$ cat src/design/palette_match_with_row_flip_assert.svh
// Assertion macros for the palette matcher with row flip.
// Included by the top level; depends on nothing else.
`ifndef PALETTE_MATCH_WITH_ROW_FLIP_ASSERT_SVH
`define PALETTE_MATCH_WITH_ROW_FLIP_ASSERT_SVH

// Same-cycle implication, checked on every rising edge outside reset.
`define PMRF_ASSERT_IMPL(label, clk, rst_n, ante, cons) \
    label: assert property (@(posedge clk) disable iff (!(rst_n)) (ante) |-> (cons)) \
        else $error("pmrf: same-cycle check failed");

// Next-cycle implication, checked on every rising edge outside reset.
`define PMRF_ASSERT_NEXT(label, clk, rst_n, ante, cons) \
    label: assert property (@(posedge clk) disable iff (!(rst_n)) (ante) |=> (cons)) \
        else $error("pmrf: next-cycle check failed");

`endif

$ cat src/design/pmrf_pkg.sv
// Shared types, constants and palette functions for the palette matcher.
// No dependencies; imported by palette_match_with_row_flip.
`default_nettype none

package pmrf_pkg;

    localparam int MAX_SIDE     = 4096;
    localparam int PALETTE_SIZE = 16;

    localparam int CHAN_W    = 8;
    localparam int SIDE_W    = 13;
    localparam int COUNT_W   = $clog2(MAX_SIDE);
    localparam int ADDR_W    = 24;
    localparam int INDEX_W   = 8;
    localparam int PAL_IDX_W = $clog2(PALETTE_SIZE);
    localparam int PAL_LEAVES = 2 ** PAL_IDX_W;
    localparam int DIST_W    = CHAN_W + 2;

    localparam logic [CHAN_W-1:0]  DARK_LEVEL = 8'h7F;
    localparam logic [CHAN_W-1:0]  FULL_LEVEL = 8'hFF;
    localparam logic [INDEX_W-1:0] NO_INK     = 8'hFF;

    typedef logic [CHAN_W-1:0]    t_chan;
    typedef logic [DIST_W-1:0]    t_dist;
    typedef logic [PAL_IDX_W-1:0] t_pal_idx;
    typedef logic [SIDE_W-1:0]    t_side;
    typedef logic [COUNT_W-1:0]   t_count;
    typedef logic [ADDR_W-1:0]    t_addr;

    typedef enum logic [1:0] {
        CH_RED   = 2'd0,
        CH_GREEN = 2'd1,
        CH_BLUE  = 2'd2
    } t_channel;

    // Configuration register indexes.
    localparam logic CFG_IMAGE_WIDTH  = 1'b0;
    localparam logic CFG_IMAGE_HEIGHT = 1'b1;

    // Fixed palette: black, dark blue, dark green, dark red, then blacks, white last.
    function automatic t_chan palette_rgb(input t_pal_idx n, input t_channel ch);
        t_chan v;
        v = '0;
        if (n == t_pal_idx'(PALETTE_SIZE - 1)) begin
            v = FULL_LEVEL;
        end else if (n == t_pal_idx'(1) && ch == CH_BLUE) begin
            v = DARK_LEVEL;
        end else if (n == t_pal_idx'(2) && ch == CH_GREEN) begin
            v = DARK_LEVEL;
        end else if (n == t_pal_idx'(3) && ch == CH_RED) begin
            v = DARK_LEVEL;
        end
        return v;
    endfunction

    function automatic t_dist abs_diff(input t_chan a, input t_chan b);
        return (a > b) ? t_dist'(a - b) : t_dist'(b - a);
    endfunction

    // Zero is taken as one, anything above the largest side is clamped.
    function automatic t_side eff_side(input t_side v);
        t_side r;
        if (v == '0) begin
            r = t_side'(1);
        end else if (v > t_side'(MAX_SIDE)) begin
            r = t_side'(MAX_SIDE);
        end else begin
            r = v;
        end
        return r;
    endfunction

endpackage

`default_nettype wire

$ cat src/design/palette_match_with_row_flip.sv
// Top level of the palette matcher with vertically flipped addresses.
// Depends on pmrf_pkg and on palette_match_with_row_flip_assert.svh.
//
// Usage: RGB pixels enter on the s_axis channel in raster order, bottom row
// first, red in tdata[7:0], green in [15:8], blue in [23:16]. Each pixel
// leaves on the m_axis channel with its palette index in tdata[7:0] (255 when
// white is nearest, meaning no ink), its top-row-first buffer address in
// tdata[31:8], and tlast high on the final pixel of the picture.
// Picture size is set through the write port (index 0 width, index 1 height);
// any write restarts the picture at its first pixel. Write only while idle.
// A result passes through the capture stage and then the result register
// before it is shown; a stall at the output can hold it in the capture stage.
// Throughput is one pixel per clock: a capture stage holds the pixel and its
// address, a result register holds the matched index, and the two stages
// collapse bubbles, so a new pixel is still taken while a result waits as
// long as the capture stage is free. When the receiver stalls, results hold
// and the input stalls once both stages are full.
// Synchronous active-low reset empties both stages and sets the picture to
// 1 x 1 pixels with counters at zero.

`default_nettype none

`include "palette_match_with_row_flip_assert.svh"

module palette_match_with_row_flip
    import pmrf_pkg::*;
(
    input  wire logic              i_clk,
    input  wire logic              i_rst_n,
    // Pixel input: [7:0] pixel_red, [15:8] pixel_green, [23:16] pixel_blue
    input  wire logic              i_s_axis_tvalid,
    output logic                   o_s_axis_tready,
    input  wire logic [23:0]       i_s_axis_tdata,
    // Result output: [7:0] color_index, [31:8] dest_address
    output logic                   o_m_axis_tvalid,
    input  wire logic              i_m_axis_tready,
    output logic [31:0]            o_m_axis_tdata,
    output logic                   o_m_axis_tlast,
    // Configuration writes
    input  wire logic              i_cfg_wr_en,
    input  wire logic              i_cfg_index,
    input  wire logic [SIDE_W-1:0] i_cfg_data
);

    // Picture geometry and scan position.
    t_side  r_width;
    t_side  r_height;
    t_addr  r_start_base;
    t_addr  r_row_base;
    t_count r_col;
    t_count r_row;

    // Capture stage.
    logic   r_s1_valid;
    t_chan  r_s1_red;
    t_chan  r_s1_green;
    t_chan  r_s1_blue;
    t_addr  r_s1_addr;
    logic   r_s1_last;

    // Result stage.
    logic               r_out_valid;
    logic [INDEX_W-1:0] r_out_index;
    t_addr              r_out_addr;
    logic               r_out_last;

    logic  in_acc;
    logic  s1_adv;
    logic  last_col;
    logic  last_row;
    t_side n_width;
    t_side n_height;
    logic [2*SIDE_W-1:0] start_prod;
    t_pal_idx best_idx;
    logic [INDEX_W-1:0] n_index;

    assign s1_adv          = !r_out_valid || i_m_axis_tready;
    assign o_s_axis_tready = !r_s1_valid || s1_adv;
    assign in_acc          = i_s_axis_tvalid && o_s_axis_tready;

    assign last_col = (t_side'(r_col) + t_side'(1)) >= r_width;
    assign last_row = (t_side'(r_row) + t_side'(1)) >= r_height;

    // New geometry on a configuration write; the base of the first row is
    // the product (height - 1) * width, cut to the address width.
    always_comb begin
        n_width  = r_width;
        n_height = r_height;
        unique case (i_cfg_index)
            CFG_IMAGE_WIDTH:  n_width  = eff_side(i_cfg_data);
            CFG_IMAGE_HEIGHT: n_height = eff_side(i_cfg_data);
        endcase
        start_prod = (n_height - t_side'(1)) * n_width;
    end

    always_ff @(posedge i_clk) begin
        if (!i_rst_n) begin
            r_width      <= t_side'(1);
            r_height     <= t_side'(1);
            r_start_base <= '0;
            r_row_base   <= '0;
            r_col        <= '0;
            r_row        <= '0;
        end else if (i_cfg_wr_en) begin
            r_width      <= n_width;
            r_height     <= n_height;
            r_start_base <= start_prod[ADDR_W-1:0];
            r_row_base   <= start_prod[ADDR_W-1:0];
            r_col        <= '0;
            r_row        <= '0;
        end else if (in_acc) begin
            if (!last_col) begin
                r_col <= r_col + t_count'(1);
            end else if (!last_row) begin
                // Rows arrive bottom first, so each new row sits one row higher.
                r_col      <= '0;
                r_row      <= r_row + t_count'(1);
                r_row_base <= r_row_base - t_addr'(r_width);
            end else begin
                r_col      <= '0;
                r_row      <= '0;
                r_row_base <= r_start_base;
            end
        end
    end

    // Capture stage: the pixel plus its address and end-of-picture flag.
    always_ff @(posedge i_clk) begin
        if (!i_rst_n) begin
            r_s1_valid <= 1'b0;
        end else if (in_acc) begin
            r_s1_valid <= 1'b1;
        end else if (s1_adv) begin
            r_s1_valid <= 1'b0;
        end
    end

    always_ff @(posedge i_clk) begin
        if (in_acc) begin
            r_s1_red   <= i_s_axis_tdata[7:0];
            r_s1_green <= i_s_axis_tdata[15:8];
            r_s1_blue  <= i_s_axis_tdata[23:16];
            r_s1_addr  <= r_row_base + t_addr'(r_col);
            r_s1_last  <= last_col && last_row;
        end
    end

    // All palette distances in parallel, then a pairwise minimum tree. At each
    // node the left (lower index) side keeps a tie. Padding leaves carry the
    // largest distance and never win.
    always_comb begin
        t_dist    lvl_d [PAL_IDX_W+1][PAL_LEAVES];
        t_pal_idx lvl_i [PAL_IDX_W+1][PAL_LEAVES];
        for (int n = 0; n < PAL_LEAVES; n++) begin
            lvl_i[0][n] = t_pal_idx'(n);
            if (n < PALETTE_SIZE) begin
                lvl_d[0][n] =
                    abs_diff(r_s1_red,   palette_rgb(t_pal_idx'(n), CH_RED))
                  + abs_diff(r_s1_green, palette_rgb(t_pal_idx'(n), CH_GREEN))
                  + abs_diff(r_s1_blue,  palette_rgb(t_pal_idx'(n), CH_BLUE));
            end else begin
                lvl_d[0][n] = '1;
            end
        end
        for (int l = 0; l < PAL_IDX_W; l++) begin
            for (int k = 0; k < PAL_LEAVES; k++) begin
                lvl_d[l+1][k] = lvl_d[l][k];
                lvl_i[l+1][k] = lvl_i[l][k];
            end
            for (int k = 0; k < (PAL_LEAVES >> (l + 1)); k++) begin
                if (lvl_d[l][2*k+1] < lvl_d[l][2*k]) begin
                    lvl_d[l+1][k] = lvl_d[l][2*k+1];
                    lvl_i[l+1][k] = lvl_i[l][2*k+1];
                end else begin
                    lvl_d[l+1][k] = lvl_d[l][2*k];
                    lvl_i[l+1][k] = lvl_i[l][2*k];
                end
            end
        end
        best_idx = lvl_i[PAL_IDX_W][0];
        n_index  = (best_idx == t_pal_idx'(PALETTE_SIZE - 1)) ?
                   NO_INK : INDEX_W'(best_idx);
    end

    // Result stage.
    always_ff @(posedge i_clk) begin
        if (!i_rst_n) begin
            r_out_valid <= 1'b0;
        end else if (s1_adv) begin
            r_out_valid <= r_s1_valid;
        end
    end

    always_ff @(posedge i_clk) begin
        if (s1_adv && r_s1_valid) begin
            r_out_index <= n_index;
            r_out_addr  <= r_s1_addr;
            r_out_last  <= r_s1_last;
        end
    end

    assign o_m_axis_tvalid = r_out_valid;
    assign o_m_axis_tdata  = {r_out_addr, r_out_index};
    assign o_m_axis_tlast  = r_out_last;

    // The last pixel of a picture is the end of the top row, whose flipped
    // address is width - 1.
    `PMRF_ASSERT_IMPL(a_last_addr, i_clk, i_rst_n,
        r_out_valid && r_out_last, r_out_addr == t_addr'(r_width) - t_addr'(1))
    // The scan position never leaves the picture.
    `PMRF_ASSERT_IMPL(a_pos_bound, i_clk, i_rst_n, 1'b1,
        (t_side'(r_col) < r_width) && (t_side'(r_row) < r_height))
    // Both stages full under a stall: the input must be held off.
    `PMRF_ASSERT_IMPL(a_full_stall, i_clk, i_rst_n,
        r_s1_valid && r_out_valid && !i_m_axis_tready, !o_s_axis_tready)
    // A captured pixel that is passed on shows up as a result next cycle.
    `PMRF_ASSERT_NEXT(a_s1_to_out, i_clk, i_rst_n,
        r_s1_valid && s1_adv, r_out_valid)

endmodule

`default_nettype wire
$ cat config.mk
export PLATFORM = sky130hd
export DESIGN_NAME = palette_match_with_row_flip
export DESIGN_NICKNAME = d
export VERILOG_FILES = /design/src/design/pmrf_pkg.sv /design/src/design/palette_match_with_row_flip.sv
export VERILOG_INCLUDE_DIRS = /design/src /design/src/design
export SDC_FILE = /design/constraint.sdc
export NUM_CORES = 1
export LEC_CHECK = 0
export ABC_AREA = 1
export BUFFER_PORTS_ARGS = -buffer_cell sky130_fd_sc_hd__buf_2
export CAP_MARGIN = 20
export CELL_PAD_IN_SITES_DETAIL_PLACEMENT = 0
export CELL_PAD_IN_SITES_GLOBAL_PLACEMENT = 1
export CORE_ASPECT_RATIO = 0.75
export CORE_MARGIN = 4
export CORE_UTILIZATION = 41
export DETAILED_ROUTE_END_ITERATION = 6
export MAX_ROUTING_LAYER = met4
export PLACE_DENSITY_LB_ADDON = 0.05
export SETUP_SLACK_MARGIN = 0.02
export SLEW_MARGIN = 20
export SYNTH_ARGS = -nofsm -noshare
export SYNTH_HDL_FRONTEND = slang
export SYNTH_SLANG_ARGS = --single-unit
$ cat constraint.sdc
create_clock -name i_clk -period 18.1 [get_ports i_clk]
set_input_delay 2.715 -clock i_clk [delete_from_list [all_inputs] [get_ports i_clk]]
set_output_delay 2.715 -clock i_clk [all_outputs]
set_load 0.05 [all_outputs]
==> summary.txt, run 1 <==
Run status
  – Status: complete, no violations

Detailed routing
  – Drt first pass iters: 5
  – Remaining DRCs: 0
  – Antenna viol nets, final: 0
  – Average wire per standard cell: 19.2 microns
  – Via/cell ratio: 5.23
  – 1st-iter DRT viols: 1411
  – Final WL: 65.7 mm
  – Vias: 18.0k

Global routing
  – GR peak layer: met1
  – Met3 Resource Use GR: 4.64%
  – Grt met1 use: 39.2%
  – GRT Residual Overflow: 0
  – Vias in the first global route: 17.5k
  – Global router's overall resource usage: 24.7%
  – Grt met2 use: 32.8%
  – First-pass GRT wire length: 103 mm
  – Initial antenna violation count: 2
  – Largest net degree at the start of global routing: 61

Clock tree
  – Clock Path Buffers: 2
  – Worst skew pair latency: 0.48 ns
  – Hold buffer count at CTS: 0
  – # clock sinks: 179
  – H-Tree Depth: 4
  – Post_cts resized: 0
  – Reg clk slew, reported paths: 0.08 ns
  – TritonCTS clock tree: yes
  – Num CTS Buffers: 17
  – Clk root buf: clkbuf_16
  – Setup Buffers After CTS: 0

Synthesis
  – Post-synth EDFFs: 79
  – Share of the synthesized area in the top cell type: 17.9%
  – Synth Flop Type: dfxtp_1
  – Seq/Total Area, Yosys: 20.6%
  – Synth Register Bits: 179
  – Syn nets: 3196
  – Asr flop ratio synth: 0%
  – Syn_area_per_cell: 7.78 sq um
  – Ys Warns: 0
  – Post-Syn Instances: 2726
  – Biggest area consumer among synthesized cells: fa_1
  – Count leader, synth: inv_1
  – Top cells by instance count after synthesis: inv_1, nand2_1, ha_1
  – Area contributors post-synth: fa_1, ha_1, edfxtp_1
  – Netlist cell types: 55
  – Post-synthesis cell area: 21200 sq um

Pwr
  – Max IR drop VDD: 0.181 mV
  – Power per cell area: 159 nW/um^2
  – LEAKAGE: 0.0112 uW

Cells and area
  – Nets@finish: 3228
  – Final cell count without fillers: 3432
  – Non-Filler Cell Area, Final: 22900 sq um
  – P&R area growth vs syn: 7.88%
  – Layout cells sized above 1: 6.71%

Critical path
  – Reg2reg setup slack: 7.03 ns
  – R2R cell count: 50
  – Slowest stage delay, CP: 0.84 ns
  – Reg2reg end: r_out_index[1]
  – Crit start category: flop
  – Worst EP arrival: 11.31 ns
  – WS Path Type: reg2reg
  – Crit Reg-Reg Startpoint: r_s1_red[0]
  – CP Capture Type: flop
  – CP max stage cell: nor3b_2
  – Required @ worst endpoint: 18.34 ns
  – Crit-path max FO: 20
  – Most frequent CP cell: nand2_1

Timing
  – Fin crit share: 61.1%
  – Final setup TNS: 0 ns
  – # setup viols final: 0
  – RSZ-0062 raised after global routing: no
  – Max-slew violation count: 0
  – Tmin final: 11.07 ns
  – Final hold violations: 0
  – Slew at the pin closest to its max-slew limit: 0.998 ns
  – Final worst hold slack: 0.424 ns
  – Setup Skew: 0.0186 ns
  – Slew headroom: 32.8%
  – Max Clock Freq: 90.4 MHz

Floorplanning
  – Initial Utilization: 41.9%
  – Die Wd: 271 microns
  – Core area: 50600 sq um
  – Die Ht: 205 microns
  – Die footprint: 55500 sq um
  – I/O Pins: 78
  – Num rows: 71

Worst hold path
  – Hold path cells: 0
  – Worst hold path type: reg2reg
  – Min-delay src: r_s1_addr[2]
  – WHS Endpoint: r_out_addr[2]

Place
  – Input/output buffers: 77
  – Placed insts: 3396
  – RD Place Congestion: 0.907
  – DP Area: 22300 sq um
  – DPL Wire Length: 54.0 mm

Flow run
  – Maxcap violations: 0
cell type report:
class,count,area (sq um)
multi-input cells,1936,14500
diodes,4,10.0
flip-flops and latches,179,4370
fillers,5181,27700
clock buffers,19,464
well taps,657,822
inverters,523,1960
clock inverters,13,154
repair buffers,101,586
registers in the layout, indices dropped and copies added (netlist names):
signal	flops
o_m_axis_tlast	1
r_row_base	24
r_s1_green	8
r_start_base	24
r_s1_last	1
r_out_addr	24
r_s1_addr	24
r_out_index	5
o_m_axis_tvalid	1
r_s1_valid	1
r_s1_red	8
r_height	13
r_row	12
r_width	13
r_s1_blue	8
r_col	12
critical path: cells and delay by family, from the launching register on:
| family | cells | cell delay (ns) |
|---|---|---|
| compound gates | 18 | 3.59 |
| simple gates | 17 | 2.50 |
| fa+ha+maj | 7 | 2.43 |
| xor+xnor | 2 | 0.88 |
| buf+inv | 6 | 0.84 |
| flops | 1 | 0.60 |
routing by layer:
layer,part of all wire [%],up-vias
met1,54,8659
li1,-,8845
met5,0,-
met2,38,438
met4,0.79,0
met3,6.5,24
worst max-delay path by stage:
stage / depth (start not counted) / slack, ns / to / start
floorplan: 45 / 8.38 / r_row_base[23] / i_cfg_data[8]
global placement: 40 / 7.15 / r_start_base[23] / i_cfg_index
detailed placement: 40 / 6.81 / r_row_base[23] / i_cfg_index
CTS: 50 / 7.15 / r_out_index[1] / r_s1_red[0]
global route: 53 / 5.80 / r_out_index[1] / r_s1_green[0]
finish: 50 / 7.03 / r_out_index[1] / r_s1_red[0]
through the flow:
| step | total power (uW) | setup WS, ns | util (%) |
|---|---|---|---|
| 6_report | 3650 | 7.03 | 45.2 |
| 5_1_grt | 4090 | 5.80 | 45.2 |
| 4_1_cts | 3650 | 7.15 | 45.2 |
| 3_5_place_dp | 3210 | 6.81 | 44.0 |
| 3_3_place_gp | 3200 | 7.15 | 43.9 |
| 2_1_floorplan | 2590 | 8.38 | - |
logic make-up (layout without fill, tap and decap cells):
| logic type | after synthesis | in the layout | share of synthesized area (%) |
|---|---|---|---|
| and+or+nand+nor | 856 | 856 | 17.2 |
| muxes | 2 | 2 | 0.0943 |
| xor gates and xnor gates | 138 | 138 | 5.78 |
| buffers and inverters | 611 | 656 | 11.0 |
| other | 0 | 4 | 0 |
| AOI/OAI and AO/OA | 513 | 513 | 13.4 |
| DFF | 179 | 179 | 20.6 |
| adders and majority gates | 427 | 427 | 31.9 |
layout by cell type (no fill, tap or decap), types with 24 or more instances in the layout:
cell / n
a21oi_1: 183
buf_2: 77
dfxtp_1: 100
edfxtp_1: 79
fa_1: 190
ha_1: 237
inv_1: 513
nand2_1: 436
nand3_1: 92
nand4_1: 24
nor2_1: 225
nor3_1: 27
o21ai_0: 189
o22ai_1: 39
xnor2_1: 29
xor2_1: 108
power breakdown:
group          internal (uW)  switching, uW
combinational            923           1760
sequential               517           49.3
clock                    198            208
total                   1640           2010
Note: power is estimated with default switching activity, not from simulation.
==> run 2, diff against run 1 <==
==> constraint.sdc (replaced) <==
create_clock -name i_clk -period 10.2 [get_ports i_clk]
set_input_delay 1.53 -clock i_clk [delete_from_list [all_inputs] [get_ports i_clk]]
set_output_delay 1.53 -clock i_clk [all_outputs]
set_load 0.05 [all_outputs]
==> run 2 against run 1 <==
Final cell count increased by 1.8%. Count of clock-buffer cells in the layout decreased by 2. Non-clock buffer count increased by 63. Sequential power increased by 76%. Global-route usage increased by 0.40 points. Cell area increased by 2.5%. Clock skew increased by 0.0022 ns. Register-to-register slack got worse by 6.3 ns.
==> summary.txt, run 2 (synthesized netlist as in run 1, its figures left out) <==
Clock tree
  – Reg clk slew, reported paths: 0.08 ns (about the same)
  – H-Tree Depth: 4 (unchanged)
  – Num CTS Buffers: 17 (unchanged)
  – Clk root buf: clkbuf_16
  – # clock sinks: 179 (unchanged)
  – Worst skew pair latency: 0.48 ns (about the same)
  – TritonCTS clock tree: yes
  – Clock Path Buffers: 2 (unchanged)

Critical path
  – Top delay family on crit path: compound AO/OA/AOI/OAI gates
  – Crit start category: flop
  – CP max stage cell: fa_1
  – Slowest stage delay, CP: 0.46 ns (-0.38 ns)
  – Crit-path max FO: 22 (+10%)
  – WS Path Type: reg2reg
  – Required @ worst endpoint: 10.43 ns (-7.91 ns)
  – Reg2reg setup slack: 0.69 ns (-6.34 ns)
  – CP bufs+invs: 7 (+1)
  – CP Capture Type: flop
  – Worst EP arrival: 9.74 ns (-1.57 ns)

Cells and area
  – Layout cells sized above 1: 9.66% (+2.9 points)
  – Filler cells: 5085 (-1.9%)
  – Most frequent cells in the layout: inv_1, nand2_1, ha_1, nor2_1, fa_1
  – Multi-input logic area: 14600 sq um (+0.65%)
  – FF/Latch Area: 4370 sq um (unchanged)
  – Commonest non-fill, non-tap cell in the layout: inv_1
  – Antenna diodes: 0 (-4)
  – Final cell count without fillers: 3493 (+1.8%)
  – P&R area growth vs syn: 10.6%
  – Nets@finish: 3293 (+2.0%)
  – Final core utilization: 46.3% (+1.1 points)

Global routing
  – GRT Residual Overflow: 0 (unchanged)
  – Initial antenna violation count: 2 (unchanged)
  – Global router's overall resource usage: 25.1% (+0.40 points)
  – Vias in the first global route: 17.6k (+0.51%)
  – First-pass GRT wire length: 104 mm (+1.2%)
  – Largest net degree at the start of global routing: 61 (unchanged)

Detailed routing
  – Final WL: 66.8 mm (+1.6%)
  – Vias: 18.3k (+1.7%)
  – 1st-iter DRT viols: 1599 (+13%)
  – Drt first pass iters: 5 (unchanged)
  – Remaining DRCs: 0 (unchanged)
  – Antenna viol nets, final: 0 (unchanged)
  – Via/cell ratio: 5.23 (-0.11%)
  – Average wire per standard cell: 19.1 microns (-0.14%)

Timing
  – Max-slew violation count: 0 (unchanged)
  – Tmin final: 9.51 ns (-1.56 ns)
  – Final hold violations: 0 (unchanged)
  – RSZ-0062 raised after global routing: yes
  – Final setup TNS: 0 ns (unchanged)
  – Slew at the pin closest to its max-slew limit: 1.03 ns (+0.0348 ns)
  – Slew headroom: 30.7% (-2.0 points)
  – Setup Skew: 0.0209 ns (+0.00225 ns)
  – Max Clock Freq: 105 MHz (+16%)
  – # setup viols final: 0 (unchanged)
  – Fin crit share: 93.2% (+32 points)

Floorplanning
  – Die footprint: 55500 sq um (unchanged)
  – Core area: 50600 sq um (unchanged)
  – I/O Pins: 78 (unchanged)
  – Die Wd: 271 microns (unchanged)
  – Num rows: 71 (unchanged)
  – Die Ht: 205 microns (unchanged)
  – Initial Utilization: 41.9% (unchanged)

Worst hold path
  – Worst hold path type: reg2reg

Pwr
  – Power per cell area: 291 nW/um^2 (+83%)
  – Max IR drop VDD: 0.248 mV (+37%)
  – Switch share: 54.5% (-0.65 points)
  – Share of total power in the clock network: 10.7% (-0.4 points)
  – Sw Pwr: 3720 uW (+85%)
  – Sequential share of power: 14.6% (-0.9 points)
  – LEAKAGE: 0.0115 uW (+2.7%)
  – Internal power: 3110 uW (+90%)
  – Combinational Power Share: 74.7% (+1.3 points)

Place
  – Input/output buffers: 77 (unchanged)
  – Placed insts: 3436 (+1.2%)
  – RD Place Congestion: 0.922 (+1.6%)
  – DPL Wire Length: 54.9 mm (+1.6%)

Flow run
  – Maxcap violations: 0 (unchanged)

Run status
  – Status: complete, no violations
-- run 2: timing repair --
item	CTS	global route
cloned	0	2
setup buffers	0	23
hold buffers	0	0
resized for setup	2	42
setup endpoints to repair	3	9
pin swaps	0	5
-- run 2: final timing paths --
check,start,to,cells past startpoint
max,r_s1_red[2],r_out_index[2],50
min,r_s1_addr[11],r_out_addr[11],0
max reg2reg,r_s1_red[2],r_out_index[2],50
min reg2reg,r_s1_addr[11],r_out_addr[11],0
-- run 2: metrics by stage --
stage,hold WS (ns),area (sq um),setup slack (ns),total power (uW)
floorplan,0.400,21200,1.08,4600
global placement,0.404,22500,0.212,5830
detailed placement,0.406,22500,0.0192,5840
CTS,0.421,23200,0.0454,6630
global route,0.434,23500,0.00154,7580
finish,0.422,23500,0.692,6840
-- run 2: final cells by class --
| cell class | instances | share of cell area [%] |
|---|---|---|
| inverter | 523 | 8.42 |
| clock buffer | 17 | 1.81 |
| multi-input combinational | 1936 | 62.3 |
| timing repair inverter | 2 | 0.0533 |
| clock inverter | 15 | 0.864 |
| sequential | 179 | 18.6 |
| timing repair buffer | 164 | 4.43 |
| tap | 657 | 3.50 |
-- run 2: power by group through the flow --
stage	clock (uW)	combinational [uW]	sequential, uW
CTS	746	4880	1000
detailed placement	0	4830	1020
finish	730	5110	998
global placement	0	4820	1020
global route	778	5790	1010
floorplan	0	3560	1040
-- run 2: per-layer routing --
layer | up-vias | part of all wire (%) | global-route usage [%]
met5 | - | 0 | -
met4 | 0 | 0.75 | 3.49
met3 | 33 | 6.2 | 3.82
met2 | 444 | 38 | 32.8
met1 | 8805 | 55 | 40.8
li1 | 8984 | - | -
-- run 2: worst register-to-register path, delay by kind of cell (launching register included) --
| family | cells | cell delay [ns] |
|---|---|---|
| AOI/OAI and AO/OA | 17 | 3.17 |
| and+or+nand+nor | 18 | 2.45 |
| adders and majority gates | 7 | 2.25 |
| buffers and inverters | 7 | 0.84 |
| DFF | 1 | 0.44 |
| xor gates and xnor gates | 1 | 0.15 |
